File: src/hhbp_pkg.sv
// Package with the types, codes and constants of the HTTP header byte parser.
`timescale 1ns / 1ps

package hhbp_pkg;

   localparam int BYTE_W      = 8;
   localparam int LIMIT_W     = 12;
   localparam int KEY_LEN_W   = 12;
   localparam int VAL_LEN_W   = 13;
   localparam int ROLE_W      = 4;
   localparam int ERR_W       = 3;

   localparam int KEY_COUNT_MAX = 4095;
   localparam int KEY_CNT_W     = $clog2(KEY_COUNT_MAX + 1);
   localparam logic [KEY_CNT_W-1:0] KEY_CNT_MAX = KEY_CNT_W'(KEY_COUNT_MAX);

   localparam logic [LIMIT_W-1:0] VALUE_LIMIT_RESET = LIMIT_W'(1024);

   localparam logic [BYTE_W-1:0] CH_COLON = 8'h3A;
   localparam logic [BYTE_W-1:0] CH_SPACE = 8'h20;
   localparam logic [BYTE_W-1:0] CH_CR    = 8'h0D;
   localparam logic [BYTE_W-1:0] CH_LF    = 8'h0A;

   typedef enum logic [ROLE_W-1:0] {
      ROLE_SKIP     = 4'd0,
      ROLE_KEY      = 4'd1,
      ROLE_COLON    = 4'd2,
      ROLE_SPACE    = 4'd3,
      ROLE_VALUE    = 4'd4,
      ROLE_CR       = 4'd5,
      ROLE_LF_DONE  = 4'd6,
      ROLE_FINAL_CR = 4'd7,
      ROLE_FINAL_LF = 4'd8,
      ROLE_BODY     = 4'd9,
      ROLE_ERROR    = 4'd10
   } role_type;

   typedef enum logic [ERR_W-1:0] {
      ERR_NONE      = 3'd0,
      ERR_KEY_BREAK = 3'd1,
      ERR_NO_SPACE  = 3'd2,
      ERR_TOO_LONG  = 3'd3,
      ERR_BARE_CR   = 3'd4
   } err_type;

   typedef enum logic [9:0] {
      ST_START  = 10'b00_0000_0001,
      ST_KEY    = 10'b00_0000_0010,
      ST_COLON  = 10'b00_0000_0100,
      ST_SPACE  = 10'b00_0000_1000,
      ST_VALUE  = 10'b00_0001_0000,
      ST_CR     = 10'b00_0010_0000,
      ST_LF     = 10'b00_0100_0000,
      ST_END_CR = 10'b00_1000_0000,
      ST_END_LF = 10'b01_0000_0000,
      ST_ERROR  = 10'b10_0000_0000
   } state_type;

endpackage

File: src/hhbp_req_if.sv
// Request channel interface carrying one header byte and the restart flag.
`timescale 1ns / 1ps

interface hhbp_req_if;
   import hhbp_pkg::*;

   logic              valid;
   logic              ready;
   logic [BYTE_W-1:0] byte_in;
   logic              restart;

   modport source (output valid, output byte_in, output restart, input ready);
   modport sink   (input valid, input byte_in, input restart, output ready);
endinterface

File: src/hhbp_rsp_if.sv
// Response channel interface carrying the tagged byte and the field lengths.
`timescale 1ns / 1ps

interface hhbp_rsp_if;
   import hhbp_pkg::*;

   logic                 valid;
   logic                 ready;
   logic [BYTE_W-1:0]    byte_out;
   role_type             role;
   err_type              error_kind;
   logic [KEY_LEN_W-1:0] key_length;
   logic [VAL_LEN_W-1:0] value_length;

   modport source (output valid, output byte_out, output role, output error_kind,
                   output key_length, output value_length, input ready);
   modport sink   (input valid, input byte_out, input role, input error_kind,
                   input key_length, input value_length, output ready);
endinterface

File: src/hhbp_csr_if.sv
// Configuration write channel interface carrying the value limit.
`timescale 1ns / 1ps

interface hhbp_csr_if;
   import hhbp_pkg::*;

   logic               valid;
   logic               ready;
   logic [LIMIT_W-1:0] data;

   modport source (output valid, output data, input ready);
   modport sink   (input valid, input data, output ready);
endinterface

File: src/http_header_byte_parser_top.sv
// Top level of the HTTP header byte parser: input stage, role state machine, result stage.
// An accepted request is held in the input stage, then in the result stage, before the response.
// One request per cycle unless stalled; state machine and counters update with each byte.
// Stalls on the response channel hold both stages and back-pressure the request channel.
// Reset is synchronous: it empties both stages, clears the parser and sets the limit to 1024.
// Configuration writes are always taken and apply from the next cycle.
`timescale 1ns / 1ps

module http_header_byte_parser_top (
   input logic        clock,
   input logic        reset,
   hhbp_req_if.sink   req_if,
   hhbp_rsp_if.source rsp_if,
   hhbp_csr_if.sink   csr_if
);
   import hhbp_pkg::*;

   logic                 s1_valid_ff, s1_valid_in;
   logic [BYTE_W-1:0]    s1_byte_ff;
   logic                 s1_restart_ff;

   logic                 out_valid_ff, out_valid_in;
   logic [BYTE_W-1:0]    out_byte_ff;
   role_type             out_role_ff;
   err_type              out_err_ff;
   logic [KEY_LEN_W-1:0] out_klen_ff;
   logic [VAL_LEN_W-1:0] out_vlen_ff;

   state_type            state_ff, state_in;
   logic [KEY_CNT_W-1:0] key_ff, key_in;
   logic [VAL_LEN_W-1:0] val_ff, val_in;
   err_type              err_ff, err_in;
   logic [LIMIT_W-1:0]   limit_ff;

   state_type            cur_state;
   logic [KEY_CNT_W-1:0] cur_key;
   logic [VAL_LEN_W-1:0] cur_val;
   err_type              cur_err;
   role_type             role;
   logic [KEY_LEN_W-1:0] klen;
   logic [VAL_LEN_W-1:0] vlen;
   logic                 brk;

   logic advance;
   logic req_fire;
   logic s1_fire;

   assign advance  = !out_valid_ff || rsp_if.ready;
   assign req_if.ready = !s1_valid_ff || advance;
   assign req_fire = req_if.valid && req_if.ready;
   assign s1_fire  = s1_valid_ff && advance;
   assign csr_if.ready = 1'b1;

   always_comb begin
      s1_valid_in = s1_valid_ff;
      if (req_if.ready) begin
         s1_valid_in = req_if.valid;
      end
      out_valid_in = out_valid_ff;
      if (advance) begin
         out_valid_in = s1_valid_ff;
      end
   end

   // A restart acts on the state before the byte is taken.
   always_comb begin
      cur_state = s1_restart_ff ? ST_START : state_ff;
      cur_key   = s1_restart_ff ? '0 : key_ff;
      cur_val   = s1_restart_ff ? '0 : val_ff;
      cur_err   = s1_restart_ff ? ERR_NONE : err_ff;
      state_in  = cur_state;
      key_in    = cur_key;
      val_in    = cur_val;
      err_in    = cur_err;
      role      = ROLE_SKIP;
      klen      = '0;
      vlen      = '0;
      brk       = s1_byte_ff inside {CH_CR, CH_LF};
      case (cur_state)
         ST_START: begin
            if (!brk) begin
               key_in   = KEY_CNT_W'(1);
               val_in   = '0;
               state_in = ST_KEY;
               role     = ROLE_KEY;
            end
         end
         ST_KEY: begin
            if (s1_byte_ff == CH_COLON) begin
               state_in = ST_COLON;
               role     = ROLE_COLON;
            end else if (brk) begin
               err_in   = ERR_KEY_BREAK;
               state_in = ST_ERROR;
               role     = ROLE_ERROR;
            end else begin
               if (cur_key < KEY_CNT_MAX) begin
                  key_in = cur_key + 1'b1;
               end
               role = ROLE_KEY;
            end
         end
         ST_COLON: begin
            if (s1_byte_ff == CH_SPACE) begin
               state_in = ST_SPACE;
               role     = ROLE_SPACE;
            end else begin
               err_in   = ERR_NO_SPACE;
               state_in = ST_ERROR;
               role     = ROLE_ERROR;
            end
         end
         ST_SPACE: begin
            val_in   = VAL_LEN_W'(1);
            state_in = ST_VALUE;
            role     = ROLE_VALUE;
         end
         ST_VALUE: begin
            if (s1_byte_ff == CH_CR) begin
               state_in = ST_CR;
               role     = ROLE_CR;
            end else if (cur_val > {1'b0, limit_ff}) begin
               err_in   = ERR_TOO_LONG;
               state_in = ST_ERROR;
               role     = ROLE_ERROR;
            end else begin
               val_in = cur_val + 1'b1;
               role   = ROLE_VALUE;
            end
         end
         ST_CR: begin
            if (s1_byte_ff == CH_LF) begin
               klen     = KEY_LEN_W'(cur_key);
               vlen     = cur_val;
               state_in = ST_LF;
               role     = ROLE_LF_DONE;
            end else begin
               err_in   = ERR_BARE_CR;
               state_in = ST_ERROR;
               role     = ROLE_ERROR;
            end
         end
         ST_LF: begin
            if (s1_byte_ff == CH_CR) begin
               state_in = ST_END_CR;
               role     = ROLE_FINAL_CR;
            end else begin
               key_in   = KEY_CNT_W'(1);
               val_in   = '0;
               state_in = ST_KEY;
               role     = ROLE_KEY;
            end
         end
         ST_END_CR: begin
            if (s1_byte_ff == CH_LF) begin
               state_in = ST_END_LF;
               role     = ROLE_FINAL_LF;
            end else begin
               err_in   = ERR_BARE_CR;
               state_in = ST_ERROR;
               role     = ROLE_ERROR;
            end
         end
         ST_END_LF: begin
            role = ROLE_BODY;
         end
         default: begin
            state_in = ST_ERROR;
            role     = ROLE_ERROR;
         end
      endcase
   end

   always_ff @(posedge clock) begin
      if (reset) begin
         s1_valid_ff  <= 1'b0;
         out_valid_ff <= 1'b0;
         state_ff     <= ST_START;
         key_ff       <= '0;
         val_ff       <= '0;
         err_ff       <= ERR_NONE;
         limit_ff     <= VALUE_LIMIT_RESET;
      end else begin
         s1_valid_ff  <= s1_valid_in;
         out_valid_ff <= out_valid_in;
         if (s1_fire) begin
            state_ff <= state_in;
            key_ff   <= key_in;
            val_ff   <= val_in;
            err_ff   <= err_in;
         end
         if (csr_if.valid && csr_if.ready) begin
            limit_ff <= csr_if.data;
         end
      end
   end

   always_ff @(posedge clock) begin
      if (req_fire) begin
         s1_byte_ff    <= req_if.byte_in;
         s1_restart_ff <= req_if.restart;
      end
      if (s1_fire) begin
         out_byte_ff <= s1_byte_ff;
         out_role_ff <= role;
         out_err_ff  <= (role == ROLE_ERROR) ? err_in : ERR_NONE;
         out_klen_ff <= klen;
         out_vlen_ff <= vlen;
      end
   end

   assign rsp_if.valid        = out_valid_ff;
   assign rsp_if.byte_out     = out_byte_ff;
   assign rsp_if.role         = out_role_ff;
   assign rsp_if.error_kind   = out_err_ff;
   assign rsp_if.key_length   = out_klen_ff;
   assign rsp_if.value_length = out_vlen_ff;

endmodule

File: src/flat_wrapper.sv
// flat-port wrapper written by rule: the top's interface ports become plain ports
module http_header_byte_parser_top_flat import hhbp_pkg::*;
  (clock, reset, req_if_valid, req_if_byte_in, req_if_restart, req_if_ready, rsp_if_valid, rsp_if_byte_out, rsp_if_role, rsp_if_error_kind, rsp_if_key_length, rsp_if_value_length, rsp_if_ready, csr_if_valid, csr_if_data, csr_if_ready);
  hhbp_req_if req_if_i ();
  hhbp_rsp_if rsp_if_i ();
  hhbp_csr_if csr_if_i ();
  input logic clock;
  input logic reset;
  input wire logic [$bits(req_if_i.valid)-1:0] req_if_valid;
  input wire logic [$bits(req_if_i.byte_in)-1:0] req_if_byte_in;
  input wire logic [$bits(req_if_i.restart)-1:0] req_if_restart;
  output wire logic [$bits(req_if_i.ready)-1:0] req_if_ready;
  output wire logic [$bits(rsp_if_i.valid)-1:0] rsp_if_valid;
  output wire logic [$bits(rsp_if_i.byte_out)-1:0] rsp_if_byte_out;
  output wire logic [$bits(rsp_if_i.role)-1:0] rsp_if_role;
  output wire logic [$bits(rsp_if_i.error_kind)-1:0] rsp_if_error_kind;
  output wire logic [$bits(rsp_if_i.key_length)-1:0] rsp_if_key_length;
  output wire logic [$bits(rsp_if_i.value_length)-1:0] rsp_if_value_length;
  input wire logic [$bits(rsp_if_i.ready)-1:0] rsp_if_ready;
  input wire logic [$bits(csr_if_i.valid)-1:0] csr_if_valid;
  input wire logic [$bits(csr_if_i.data)-1:0] csr_if_data;
  output wire logic [$bits(csr_if_i.ready)-1:0] csr_if_ready;
  assign req_if_i.valid = req_if_valid;
  assign req_if_i.byte_in = req_if_byte_in;
  assign req_if_i.restart = req_if_restart;
  assign req_if_ready = req_if_i.ready;
  assign rsp_if_valid = rsp_if_i.valid;
  assign rsp_if_byte_out = rsp_if_i.byte_out;
  assign rsp_if_role = rsp_if_i.role;
  assign rsp_if_error_kind = rsp_if_i.error_kind;
  assign rsp_if_key_length = rsp_if_i.key_length;
  assign rsp_if_value_length = rsp_if_i.value_length;
  assign rsp_if_i.ready = rsp_if_ready;
  assign csr_if_i.valid = csr_if_valid;
  assign csr_if_i.data = csr_if_data;
  assign csr_if_ready = csr_if_i.ready;
  http_header_byte_parser_top u_core (.clock(clock), .reset(reset), .req_if(req_if_i), .rsp_if(rsp_if_i), .csr_if(csr_if_i));
endmodule
File: config.mk
export PLATFORM = sky130hd
export DESIGN_NAME = http_header_byte_parser_top_flat
export DESIGN_NICKNAME = d
export VERILOG_FILES = /design/src/hhbp_pkg.sv /design/src/hhbp_req_if.sv /design/src/hhbp_rsp_if.sv /design/src/hhbp_csr_if.sv /design/src/http_header_byte_parser_top.sv /design/src/flat_wrapper.sv
export SDC_FILE = /design/constraint.sdc
export NUM_CORES = 1
export LEC_CHECK = 0
export BUFFER_PORTS_ARGS = -buffer_cell sky130_fd_sc_hd__buf_2
export CAP_MARGIN = 25
export CORE_ASPECT_RATIO = 1.1
export CORE_UTILIZATION = 30
export CTS_CLUSTER_SIZE = 16
export DETAILED_ROUTE_END_ITERATION = 8
export PLACE_DENSITY = 0.56
export SLEW_MARGIN = 20
export SYNTH_ARGS = -nofsm -noshare
export SYNTH_HDL_FRONTEND = slang
export SYNTH_SLANG_ARGS = --single-unit
File: constraint.sdc
create_clock -name clock -period 3.8 [get_ports clock]
set_input_delay 0.76 -clock clock [delete_from_list [all_inputs] [get_ports clock]]
set_output_delay 0.76 -clock clock [all_outputs]
set_load 0.05 [all_outputs]
# Word-level counts from Yosys, hierarchy flattened

Index checks and enable logic that the tools add are counted.

Flip-flop bits (word level): 101
Latch bits: 0
Memory bits (writable): 0
ROM bits: 0
Output and inout port bits: 43
Word-level logic and storage cells: 83
Memories kept: 0

Add/sub/neg operators: 2
Multiply operators: 0
Divide/modulo/power cells: 0
Magnitude comparators: 2
Equality and inequality tests: 14
Shift-type cells: 0
Muxes and demuxes: 42
Bitwise logic cells: 0
Reduce and logical (&&, ||, !) cells: 9

Operators with widths:

| cell                                                                   | number |
|---|---|
| 10-bit 2-to-1 mux                                                      | 9 |
| 10-bit case mux with 9 select lines                                    | 1 |
| 12-bit 2-to-1 mux                                                      | 6 |
| 13-bit 2-to-1 mux                                                      | 5 |
| 13-bit case mux with 4 select lines                                    | 1 |
| 12-bit case mux with 3 select lines                                    | 1 |
| 4-bit case mux with 9 select lines                                     | 1 |
| 3-bit 2-to-1 mux                                                       | 8 |
| 4-bit 2-to-1 mux                                                       | 6 |
| 8-bit by 4-bit equality test with 1-bit output, second input constant  | 2 |
| 8-bit by 6-bit equality test with 1-bit output, second input constant  | 2 |
| 13-bit by 1-bit adder with 13-bit output, second input constant        | 1 |
| 13-bit by 12-bit greater-than comparator with 1-bit output             | 1 |
| 12-bit by 1-bit adder with 12-bit output, second input constant        | 1 |
| 12-bit less-than comparator, second input constant                     | 1 |
| 3-bit case mux with 4 select lines                                     | 1 |
| 10-bit by 1-bit equality test with 1-bit output, second input constant | 1 |
| 10-bit by 2-bit equality test with 1-bit output, second input constant | 1 |
| 10-bit by 3-bit equality test with 1-bit output, second input constant | 1 |
| 10-bit by 4-bit equality test with 1-bit output, second input constant | 1 |
| 10-bit by 5-bit equality test with 1-bit output, second input constant | 1 |
| 10-bit by 6-bit equality test with 1-bit output, second input constant | 1 |
| 10-bit by 7-bit equality test with 1-bit output, second input constant | 1 |
| 10-bit by 8-bit equality test with 1-bit output, second input constant | 1 |
| other kinds (11)                                                       | 14 |

# Depth between registers and ports, before layout

Gate-level depths: netlist of run 1.

Depth in word-level cells: 6
Gate-level depth with buffers: 14
Depth with buffers taken out: 11

# Worst setup path before layout of run 1

Ideal clock, no wire load.

Kind: reg2reg
Start: reg u_core.s1_restart_ff
End: reg u_core.val_ff[4]
Library setup time: 0.116 ns
Arrival time: 3.677 ns
Data required time: 3.684 ns
Slack: 0.007 ns
Cell stages (with the launch flop): 14
Period minus slack after synthesis: 3.793 ns
Cell sequence: edfxtp_1 > buf_2 > clkbuf_1 > clkbuf_1 > clkbuf_1 > nor2b_1 > ha_1 > nand4_1 > or4_4 > or3_1 > a21boi_4 > or4_1 > o2bb2ai_1 > a31o_1

Cells in the longest elaborated chain, start to end: 5
Elaborated cells on any way between the ends: 13
Those cells by class: 1 x add/sub; 1 x order compare; 4 x eq/ne; 7 x mux

RTL lines:

| element                                                    | RTL line                           | text |
|---|---|---|
| start: declaration                                         | http_header_byte_parser_top.sv:20  | `logic s1_restart_ff;` |
| start signal: assignment                                   | http_header_byte_parser_top.sv:201 | `s1_restart_ff <= req_if.restart;` |
| 13-bit 2-to-1 mux                                          | http_header_byte_parser_top.sv:69  | `cur_val = s1_restart_ff ? '0 : val_ff;` |
| net u_core.cur_val[10]                                     | http_header_byte_parser_top.sv:37  | `logic [VAL_LEN_W-1:0] cur_val;` |
| 13-bit by 12-bit greater-than comparator with 1-bit output | http_header_byte_parser_top.sv:122 | `end else if (cur_val > {1'b0, limit_ff}) begin` |
| 13-bit 2-to-1 mux                                          | http_header_byte_parser_top.sv:122 |  |
| 13-bit 2-to-1 mux                                          | http_header_byte_parser_top.sv:119 | `if (s1_byte_ff == CH_CR) begin` |
| 13-bit case mux with 4 select lines                        | http_header_byte_parser_top.sv:79  | `case (cur_state)` |
| end signal: assignment                                     | http_header_byte_parser_top.sv:189 | `val_ff <= val_in;` |
| end: declaration                                           | http_header_byte_parser_top.sv:31  | `logic [VAL_LEN_W-1:0] val_ff, val_in;` |

The timed path passes the listed nets, and every way through them passes these cells.
A chain may end at the register's enable or synchronous reset.

# Worst setup path in the final report of run 1

Start: reg u_core.s1_restart_ff
End: reg u_core.out_err_ff[2] (netlist: u_core.rsp_if.error_kind[2]), data pin

Cells in the longest elaborated chain, start to end: 6
Elaborated cells on any way between the ends: 25
Those cells by class: 1 x order compare; 10 x eq/ne; 13 x mux; 1 x reduce/logical

RTL lines:

| element                                                        | RTL line                           | text |
|---|---|---|
| 13-bit 2-to-1 mux (*)                                          | http_header_byte_parser_top.sv:69  |  |
| net u_core.cur_val[10]                                         | http_header_byte_parser_top.sv:37  |  |
| 13-bit by 12-bit greater-than comparator with 1-bit output (*) | http_header_byte_parser_top.sv:122 |  |
| 4-bit 2-to-1 mux                                               | http_header_byte_parser_top.sv:122 |  |
| 4-bit 2-to-1 mux                                               | http_header_byte_parser_top.sv:119 |  |
| 4-bit case mux with 9 select lines                             | http_header_byte_parser_top.sv:79  |  |
| 4-bit equality test                                            | http_header_byte_parser_top.sv:206 | `out_err_ff <= (role == ROLE_ERROR) ? err_in : ERR_NONE;` |
| end signal: assignment                                         | http_header_byte_parser_top.sv:206 |  |
| end: declaration                                               | http_header_byte_parser_top.sv:25  | `err_type out_err_ff;` |

Mark *: on every way through the listed nets, which the timed path passes. The rest lies on a longest branch.

==> results of run 1 <==
[cells by family (layout without fill, tap and decap cells)]
| family | Yosys count | after routing | share of synthesized area |
|---|---|---|---|
| simple gates | 284 | 284 | 0.279 |
| compound gates | 121 | 121 | 0.152 |
| flops | 101 | 101 | 0.474 |
| buf+inv | 53 | 122 | 0.0385 |
| mux | 11 | 11 | 0.0208 |
| fa+ha+maj | 10 | 10 | 0.0231 |
| xor+xnor | 7 | 7 | 0.0116 |
| other cells | 1 | 1 | 0.000708 |
[worst paths after layout]
path / start / end / slack [ns] / cells after the start
worst min register to register: u_core.val_ff[9] / u_core.val_ff[9] / 0.47 / 2
worst max-delay path: u_core.s1_restart_ff / u_core.rsp_if.error_kind[2] / 0.51 / 10
worst min-delay path: u_core.val_ff[9] / u_core.val_ff[9] / 0.47 / 2
worst max register to register: u_core.s1_restart_ff / u_core.rsp_if.error_kind[2] / 0.51 / 10
[metal layers]
layer | GRT usage | vias to the layer above | routed length (um)
met4 | 0.0786 | 0 | 327
met3 | 0.0283 | 27 | 764
met1 | 0.222 | 2212 | 6990
met5 | 0 | - | 0
li1 | - | 2288 | -
met2 | 0.272 | 168 | 6990
[synthesized netlist by cell type, types with 2 or more instances]
library cell  number
a211o_1            2
a211oi_1           7
a21o_1             2
a21oi_1           36
a221oi_1           3
a22oi_1            3
a2bb2oi_1          2
a311oi_1           3
a31oi_1            7
and2_0             2
and2_1            22
and3_1             6
and3b_1            3
and4_1             2
buf_1              2
clkbuf_1          25
dfxtp_1           52
edfxtp_1          49
ha_1               9
inv_1             24
mux2i_1           11
nand2_1           48
nand2b_1           9
nand3_1           24
nand3b_1           3
nand4_1           10
nand4b_1           5
nor2_1            80
nor2b_1            9
nor3_1            22
nor3b_1            8
nor4_1            10
nor4b_1            6
o2111ai_1          2
o211ai_1           4
o21ai_0           23
o221ai_1           3
o22ai_1            3
o311ai_0           2
o31ai_1            2
or2_2              2
or3_1              4
or4_1              4
xnor2_1            6
[registers in the layout (all words and copies together) (netlist names)]
signal,count
u_core.rsp_if.value_length,13
u_core.val_ff,13
u_core.key_ff,12
u_core.limit_ff,12
u_core.rsp_if.key_length,12
u_core.state_ff,10
u_core.rsp_if.byte_out,8
u_core.s1_byte_ff,8
u_core.rsp_if.role,4
u_core.err_ff,3
u_core.rsp_if.error_kind,3
u_core.rsp_if.valid,1
u_core.s1_restart_ff,1
u_core.s1_valid_ff,1
[worst reg2reg max path, cell delays in order (launching register included)]
cell and delay (ns):
edfxtp_1 0.41, buf_4 0.24, nor2b_1 0.08, ha_1 0.30, nand4_1 0.15, or4_4 0.53, or3_1 0.40, a21bo_2 0.26
nor3_1 0.11, nor3_1 0.37, and3b_1 0.22
[final cells by class]
class                           count  area [um2]
Tap cell                          234         293
Clock inverter                      7        82.6
Multi-Input combinational cell    434        2590
Clock buffer                        9         225
Sequential cell                   101        2510
Fill cell                        1783       10900
Inverter                           24        90.1
Timing Repair Buffer               82         448
[report_power, final]
part / internal [uW] / leakage (uW) / switching (uW) / total, uW
clock: 522 / 0.000145 / 458 / 980
combinational: 87.9 / 0.00125 / 214 / 302
sequential: 1180 / 0.000883 / 29.4 / 1210
total: 1790 / 0.00227 / 701 / 2490
[per-stage QoR]
stage | area (um2) | cells
2_1_floorplan | 5300 | 588
3_3_place_gp | 5930 | 875
3_5_place_dp | 5930 | 875
4_1_cts | 6240 | 891
5_1_grt | 6240 | 891
6_report | 6240 | 891
[cells in the final DEF, fill, tap and decap left out, drive strengths merged, types with 6 or more instances in the layout]
cell type,instances
a211oi,7
a21oi,36
a31oi,7
and2,24
and3,6
buf,82
clkbuf,9
dfxtp,52
edfxtp,49
ha,9
inv,27
mux2i,11
nand2,48
nand2b,10
nand3,24
nand4,10
nor2,80
nor2b,9
nor3,23
nor3b,8
nor4,10
nor4b,6
o21ai,23
xnor2,6
==> results.py, run 1 <==
metrics = {
    "worst_setup_path": {
        "cpLargestDelayFamily": "simple AND/OR/NAND/NOR gates",
        "cp.required_ns": 3.92,
        "critPathMaxFanout": 19,
        "crit_chain": "buf_4 > nor2b_1 > ha_1 > nand4_1 > or4_4 > or3_1 > a21bo_2 > nor3_1 > nor3_1 > and3b_1",
        "crit_path_end_kind": "flop",
        "cp_slowest_cell": "or4_4",
        "worst_path_most_repeated_cell": "nor3_1",
        "worstSetupPathType": "reg -> reg",
        "crit_buf_inv": 1,
        "arrival_ns": 3.42,
        "max_stage_delay_ns": 0.53,
        "critPathLaunchType": "flop",
    },
    "logic_synthesis": {
        "synthCells": 588,
        "netlist-cell-type-count": 71,
        "async_flop_share": 0,
        "ys.warnings.count": 0,
        "syn_avg_cell_area_um2": 9.01,
        "synth_top_area_frac": 0.278,
        "yosysSeqAreaShare": 0.474,
        "synth_nets": 623,
        "synthFlopType": "dfxtp_1",
        "syn_area_mm2": 0.00530,
        "ys_ff_latch": 101,
        "synth_top_area_cell": "edfxtp_1",
        "synthTopCellsByArea": "edfxtp_1, dfxtp_1, nor2_1",
        "synth-edff-count": 49,
    },
    "timing": {
        "slew_headroom": 0.519,
        "period_minus_slack_ns": 3.29,
        "whs_ns": 0.468,
        "finalCritPeriodShare": 0.866,
        "setup_violations": 0,
        "fmax_mhz": 304,
        "hold_viol_final": 0,
        "clock_skew_ns": 0.00735,
        "setup_ws_ns": 0.507,
        "tightest_slew_ns": 0.722,
        "rsz0062_at_grt": "false",
        "final_max_slew_viol_count": 0,
        "setup_tns_ns": 0,
    },
    "layout": {
        "nets": 687,
        "diodes": 0,
        "utilization": 0.364,
        "area_growth_syn_to_layout_pct": 17.7,
        "drive_above_1_share": 0.167,
    },
    "floorplanning": {
        "die_h_um": 141,
        "dieArea_mm2": 0.0182,
        "fp.dieW_um": 129,
        "start_util": 0.309,
        "ios": 69,
        "row_count": 50,
        "coreArea_mm2": 0.0171,
    },
    "route": {
        "drt-pass1-iter-count": 4,
        "wire_per_inst_um": 16.9,
        "wirelength_um": 15100,
        "drt-initial-drc-count": 400,
        "via_count": 4695,
        "drcViolationCount": 0,
        "vias_per_cell": 5.27,
        "ant_nets": 0,
    },
    "clock_network": {
        "cts_tree": "built",
        "cts_hold_buf": 0,
        "cts_buffers": 9,
        "cts_resized": 0,
        "clockBufferDepth": 2,
        "htree_levels": 3,
        "cts_root_buffer": "clkbuf_16",
        "cts_setup_buffers": 0,
        "insertion_delay_ns": 0.36,
        "clk_pin_slew_ns": 0.07,
        "clock_sinks": 101,
    },
    "grt": {
        "grt_pass1_wl_um": 23700,
        "antenna_found_initial": 0,
        "grt_overflow": 0,
        "grt_use_total": 0.169,
        "grt_pass1_vias": 4450,
        "grt_max_degree": 37,
    },
    "placement": {
        "globalplace.congestion": 0.895,
        "place_worst_setup_slack_ns": 0.523,
        "hpwl_um": 11000,
        "portBuffers": 67,
    },
    "pwr": {
        "p_total_uw": 2490,
        "ir_worst_vdd_uv": 201,
        "p_leak_uw": 0.00227,
        "cellPowerDensity_mw_per_mm2": 400,
    },
    "worst_hold_path": {
        "hold_class": "reg -> reg",
    },
    "status": {
        "status": "finished clean",
    },
    "run": {
        "drv_cap": 0,
    },
}
No activity file was read; power rests on OpenSTA's default activity.
==> inputs of run 2 (changes only) <==
--- a/config.mk
+++ b/config.mk
@@ -12,6 +12,7 @@
 export CTS_CLUSTER_SIZE = 16
 export DETAILED_ROUTE_END_ITERATION = 8
 export PLACE_DENSITY = 0.56
+export REMOVE_ABC_BUFFERS = 1
 export SLEW_MARGIN = 20
 export SYNTH_ARGS = -nofsm -noshare
 export SYNTH_HDL_FRONTEND = slang
==> run 2 against run 1 <==
Sequential share of layout area rose by 0.27 points; final cell count decreased by 0.45%; wire length fell by 4.6%; cell area fell by 0.66%; worst setup slack worse by 0.099 ns; worst hold slack improved by 0.017 ns; clock power shrank 4.9%; clock-buffer cell count rose by 1; utilization decreased by 0.24 points; critical endpoint unchanged; highest routed layer unchanged.
==> results.py, run 2 (synthesis results as in run 1) <==
metrics = {
    "worst_setup_path": {
        "path_depth": 11,
        "crit_path_end_kind": "flop",
        "critPathLaunchType": "flop",
        "crit_buf_inv": 2,
        "critPathMaxFanout": 6,
        "arrival_ns": 3.51,
        "worstSetupPathType": "reg -> reg",
        "r2r_slack_ns": 0.41,
        "crit_chain": "inv_1 > nand2_1 > inv_1 > ha_1 > nand4_1 > or4_4 > or3_1 > a21bo_2 > nor3_1 > nor3_1 > and3b_1",
        "cpLargestDelayFamily": "simple AND/OR/NAND/NOR gates",
        "rr_endpoint": "u_core.rsp_if.error_kind[2]",
        "cp.required_ns": 3.92,
        "cp_slowest_cell": "or4_4",
        "critPathCapture": "u_core.rsp_if.error_kind[2]",
        "reg2reg_from": "u_core.s1_restart_ff",
        "reg2reg_depth": 11,
        "max_stage_delay_ns": 0.54,
        "crit_path_start": "u_core.s1_restart_ff",
    },
    "route": {
        "wire_per_inst_um": 16.2,
        "via_count": 4734,
        "drt-initial-drc-count": 374,
        "wirelength_um": 14400,
        "drt-pass1-iter-count": 7,
        "drcViolationCount": 0,
        "vias_per_cell": 5.34,
        "ant_nets": 0,
    },
    "layout": {
        "final_cells": 887,
        "drive_above_1_share": 0.159,
        "nets": 683,
        "area_growth_syn_to_layout_pct": 17.0,
        "diodes": 0,
        "final_cell_area_mm2": 0.00620,
        "final_cell_mix": "nor2_1, buf_2, dfxtp_1",
        "final_common_cell": "nor2_1",
    },
    "timing": {
        "setup_ws_ns": 0.408,
        "tightest_slew_ns": 0.750,
        "period_minus_slack_ns": 3.39,
        "setup_tns_ns": 0,
        "hold_viol_final": 0,
        "clock_skew_ns": 0.00747,
        "rsz0062_at_grt": "false",
        "finalCritPeriodShare": 0.893,
        "setup_violations": 0,
        "fmax_mhz": 295,
        "slew_headroom": 0.497,
        "final_max_slew_viol_count": 0,
    },
    "clock_network": {
        "clockBufferDepth": 2,
        "htree_levels": 3,
        "cts_root_buffer": "clkbuf_16",
        "cts_resized": 0,
        "clock_sinks": 101,
        "cts_hold_buf": 0,
        "cts_tree": "built",
        "insertion_delay_ns": 0.36,
        "clk_pin_slew_ns": 0.07,
        "cts_buffers": 9,
        "cts_setup_buffers": 0,
    },
    "grt": {
        "grt_max_degree": 40,
        "grt_overflow": 0,
        "grt_use_total": 0.162,
        "grt_pass1_wl_um": 23000,
        "antenna_found_initial": 0,
        "grt_pass1_vias": 4558,
    },
    "pwr": {
        "p_leak_uw": 0.00226,
        "cellPowerDensity_mw_per_mm2": 394,
        "p_total_uw": 2440,
        "ir_worst_vdd_uv": 189,
    },
    "floorplanning": {
        "start_util": 0.309,
        "coreArea_mm2": 0.0171,
        "die_h_um": 141,
        "ios": 69,
        "dieArea_mm2": 0.0182,
        "row_count": 50,
        "fp.dieW_um": 129,
    },
    "placement": {
        "hpwl_um": 10300,
        "globalplace.congestion": 0.903,
        "place_worst_setup_slack_ns": 0.432,
        "portBuffers": 67,
        "dp_cells": 870,
        "placed_area_mm2": 0.00590,
    },
    "status": {
        "status": "finished clean",
    },
    "worst_hold_path": {
        "hold_class": "reg -> reg",
    },
    "run": {
        "drv_cap": 0,
    },
}
-- run 2: cell types whose count changed in the layout (fill, tap and decap cells not counted) --
cell        before  now
buf_12           0    1
buf_2           67   68
buf_4           15    9
clkbuf_1         0    1
clkinv_2         0    3
clkinvlp_4       2    0
inv_6            2    1
inv_8            1    0
nor3_1          21   22
nor3_2           2    1
-- run 2: worst min path at each step --
stage | start | end | slack, ns | depth (start not counted)
floorplan | u_core.val_ff[9] | u_core.val_ff[9] | 0.43 | 2
global placement | u_core.val_ff[9] | u_core.val_ff[9] | 0.46 | 2
global route | u_core.val_ff[9] | u_core.val_ff[9] | 0.50 | 2
finish | u_core.val_ff[9] | u_core.val_ff[9] | 0.48 | 2
CTS | u_core.val_ff[9] | u_core.val_ff[9] | 0.48 | 2
detailed placement | u_core.val_ff[9] | u_core.val_ff[9] | 0.47 | 2
-- run 2: final cells by class --
| cell class | count | area [um2] |
|---|---|---|
| fill | 1815 | 10900 |
| multi-input combinational | 434 | 2580 |
| sequential | 101 | 2510 |
| timing repair buffer | 78 | 428 |
| tap | 234 | 293 |
| clock buffer | 10 | 229 |
| inverter | 24 | 90.1 |
| clock inverter | 6 | 62.6 |
-- run 2: power by group --
group	leakage [uW]	switching, uW	internal (uW)
logic	0.00123	209	86.4
clock network	0.000147	421	511
registers	0.000883	28.3	1180
total	0.00226	658	1780
-- run 2: metrics by stage --
step | utilization | hold slack (ns)
2_1_floorplan | - | 0.426
3_3_place_gp | 0.344 | 0.463
3_5_place_dp | 0.344 | 0.473
4_1_cts | 0.361 | 0.483
5_1_grt | 0.361 | 0.498
6_report | 0.361 | 0.485
-- run 2: metal layers --
metal | share of wire | global-route usage | vias to the layer above | routed length [um]
li1 | - | - | 2271 | -
met2 | 0.47 | 0.262 | 191 | 6690
met1 | 0.44 | 0.205 | 2237 | 6360
met4 | 0.029 | 0.0836 | 0 | 421
met3 | 0.063 | 0.0328 | 35 | 908
met5 | 0 | 0 | - | 0
-- run 2: worst reg2reg max path: stages (launching register included) --
cell and delay (ns):
edfxtp_1 0.39, inv_1 0.14, nand2_1 0.15, inv_1 0.06, ha_1 0.29, nand4_1 0.17, or4_4 0.54, or3_1 0.40
a21bo_2 0.25, nor3_1 0.11, nor3_1 0.42, and3b_1 0.23
==> inputs of run 3 (changes only) <==
--- a/config.mk
+++ b/config.mk
@@ -5,6 +5,7 @@
 export SDC_FILE = /design/constraint.sdc
 export NUM_CORES = 1
 export LEC_CHECK = 0
+export ABC_AREA = 1
 export BUFFER_PORTS_ARGS = -buffer_cell sky130_fd_sc_hd__buf_2
 export CAP_MARGIN = 25
 export CORE_ASPECT_RATIO = 1.1
==> run 3 against run 2 <==
Critical path depth rose by 1; die area grew 2.0%; global-route usage is 0.47 points lower; via count grew 4.8%; register-to-register slack better by 0.50 ns; sequential power is essentially flat; critical path type unchanged; largest power group unchanged.
==> results.py, run 3 <==
metrics = {
    "logic_synthesis": {
        "synthAdderAreaFrac": 0.0208,
        "synth_simple_gate_area_share": 0.283,
        "netlist-cell-type-count": 31,
        "syn_area_mm2": 0.00540,
        "synth_top_area_frac": 0.272,
        "synth_top_family_by_area": "simple AND/OR/NAND/NOR gates",
        "synthMuxAreaShare": 0,
        "yosysSeqAreaShare": 0.465,
        "synth-edff-count": 49,
        "synth_xor_area_frac": 0,
        "synth_commonest_cells": "nand2_1, nor2_1, inv_1, a21oi_1, o21ai_0",
        "synthCells": 743,
        "synth_top_area_cell": "edfxtp_1",
        "syn_avg_cell_area_um2": 7.27,
        "synthTopCellsByArea": "edfxtp_1, dfxtp_1, nand2_1",
        "synth_compound_area_frac": 0.139,
        "async_flop_share": 0,
        "synthFlopType": "dfxtp_1",
        "ys_ff_latch": 101,
        "ys.warnings.count": 0,
        "post-synth-top-count-cell": "nand2_1",
    },
    "worst_setup_path": {
        "reg2reg_from": "u_core.s1_restart_ff",
        "crit_buf_inv": 4,
        "cpLargestDelayFamily": "simple AND/OR/NAND/NOR gates",
        "path_depth": 12,
        "critPathCapture": "u_core.rsp_if.error_kind[2]",
        "cp_slowest_cell": "inv_1",
        "crit_path_end_kind": "flop",
        "rr_endpoint": "u_core.rsp_if.error_kind[2]",
        "arrival_ns": 3.10,
        "r2r_slack_ns": 0.91,
        "reg2reg_depth": 12,
        "worst_path_most_repeated_cell": "nand2_1",
        "max_stage_delay_ns": 0.44,
        "crit_path_start": "u_core.s1_restart_ff",
        "critPathMaxFanout": 23,
        "crit_chain": "buf_4 > nor2_1 > nand2_1 > inv_1 > nand2_1 > inv_1 > nand3_1 > inv_1 > nand2_1 > nand4_1 > nand2_1 > a21oi_1",
        "cp.required_ns": 4.01,
        "worstSetupPathType": "reg -> reg",
        "critPathLaunchType": "flop",
    },
    "timing": {
        "fmax_mhz": 346,
        "setup_violations": 0,
        "setup_tns_ns": 0,
        "hold_viol_final": 0,
        "period_minus_slack_ns": 2.89,
        "clock_skew_ns": 0.0133,
        "final_max_slew_viol_count": 0,
        "slew_headroom": 0.421,
        "tightest_slew_ns": 0.867,
        "finalCritPeriodShare": 0.761,
        "whs_ns": 0.453,
        "rsz0062_at_grt": "false",
    },
    "grt": {
        "top_usage_layer": "met2",
        "gr-usage-met3": 0.0333,
        "grt_use_total": 0.158,
        "grt_pass1_wl_um": 22700,
        "grt_overflow": 0,
        "grt_pass1_vias": 4560,
        "antenna_found_initial": 0,
        "grt_max_degree": 54,
        "grtUsageMet2": 0.254,
        "grtUsageMet1": 0.210,
    },
    "pwr": {
        "p_leak_uw": 0.00264,
        "p_seq_frac": 0.485,
        "switching_share": 0.262,
        "p_int_uw": 1850,
        "power_frac_comb": 0.124,
        "ir_worst_vdd_uv": 188,
        "pwr-share-clk": 0.391,
        "switching_power_uw": 658,
        "cellPowerDensity_mw_per_mm2": 399,
    },
    "placement": {
        "hpwl_um": 9700,
        "portBuffers": 67,
        "globalplace.congestion": 0.877,
    },
    "layout": {
        "multiInputGateArea_mm2": 0.00240,
        "final_cell_mix": "nand2_1, nor2_1, inv_1",
        "drive_above_1_share": 0.130,
        "area_growth_syn_to_layout_pct": 16.4,
        "final_common_cell": "nand2_1",
        "seq_area_mm2": 0.00251,
        "diodes": 0,
        "fillers": 1907,
        "nets": 837,
    },
    "clock_network": {
        "clk_pin_slew_ns": 0.07,
        "clockBufferDepth": 2,
        "cts_resized": 0,
        "htree_levels": 3,
        "cts_setup_buffers": 0,
        "cts_hold_buf": 0,
        "clock_sinks": 101,
        "cts_buffers": 9,
        "cts_root_buffer": "clkbuf_16",
        "insertion_delay_ns": 0.35,
        "cts_tree": "built",
    },
    "worst_hold_path": {
        "hold_depth": 0,
        "hold_class": "reg -> reg",
    },
    "floorplanning": {
        "fp.dieW_um": 130,
        "start_util": 0.306,
        "dieArea_mm2": 0.0186,
        "ios": 69,
        "row_count": 51,
        "die_h_um": 143,
        "coreArea_mm2": 0.0177,
    },
    "route": {
        "wirelength_um": 14000,
        "drt-initial-drc-count": 342,
        "drcViolationCount": 0,
        "via_count": 4963,
        "wire_per_inst_um": 13.4,
        "ant_nets": 0,
        "drt-pass1-iter-count": 8,
        "vias_per_cell": 4.75,
    },
    "status": {
        "status": "finished clean",
    },
    "run": {
        "drv_cap": 0,
    },
}
run 3: changes by cell type in the layout (fill, tap and decap cells not counted), sizes merged, moves of 7 or more:
cell,change
nand2b,-10
a211oi,-7
nor3b,-8
nand3,+28
mux2i,-11
nor2b,-9
a21oi,+33
nor2,+34
nand2,+110
nor4,-8
inv,+77
o21ai,+38
and2,-24
run 3: power by group through the flow:
stage               clock, uW  combinational, uW  sequential, uW
global route             1050                345            1220
floorplan                   0                142            1320
CTS                      1010                315            1220
global placement            0                312            1240
detailed placement          0                314            1240
finish                    980                312            1220
run 3: layer usage:
| layer | wire [um] | share of wire |
|---|---|---|
| met3 | 673 | 0.048 |
| met1 | 6710 | 0.48 |
| met2 | 6370 | 0.46 |
| met4 | 205 | 0.015 |
| met5 | 0 | 0 |
run 3: worst min path at each step:
stage                                    start                   endpoint  slack (ns)
after floorplan           u_core.s1_byte_ff[7]  u_core.rsp_if.byte_out[7]        0.43
after global placement    u_core.s1_byte_ff[7]  u_core.rsp_if.byte_out[7]        0.43
after detailed placement  u_core.s1_byte_ff[7]  u_core.rsp_if.byte_out[7]        0.44
after CTS                 u_core.s1_byte_ff[7]  u_core.rsp_if.byte_out[7]        0.46
after global routing      u_core.s1_byte_ff[7]  u_core.rsp_if.byte_out[7]        0.46
final                     u_core.s1_byte_ff[7]  u_core.rsp_if.byte_out[7]        0.45
run 3: layout make-up:
class | count | area share
Clock buffer | 12 | 0.0376
Multi-Input combinational cell | 516 | 0.381
Timing Repair Buffer | 73 | 0.0624
Clock inverter | 4 | 0.0117
Sequential cell | 101 | 0.399
Tap cell | 238 | 0.0473
Inverter | 101 | 0.0603
run 3: cell families (layout without fill, tap and decap cells):
group                      after synthesis  count (layout)
DFF                                    101             101
AOI/OAI and AO/OA                      144             144
adders and majority gates                9               9
other                                    1               1
buffers and inverters                  126             190
and+or+nand+nor                        362             362
run 3: stage by stage:
stage | worst slack [ns] | utilization | total power, uW | cell area, um2 | instances
finish | 0.908 | 0.356 | 2510 | 6290 | 1045
global placement | 1.06 | 0.338 | 1550 | 5980 | 1029
global route | 0.549 | 0.356 | 2620 | 6290 | 1045
detailed placement | 0.962 | 0.338 | 1560 | 5980 | 1029
floorplan | 0.110 | - | 1460 | 5290 | 718
CTS | 0.930 | 0.356 | 2540 | 6290 | 1045
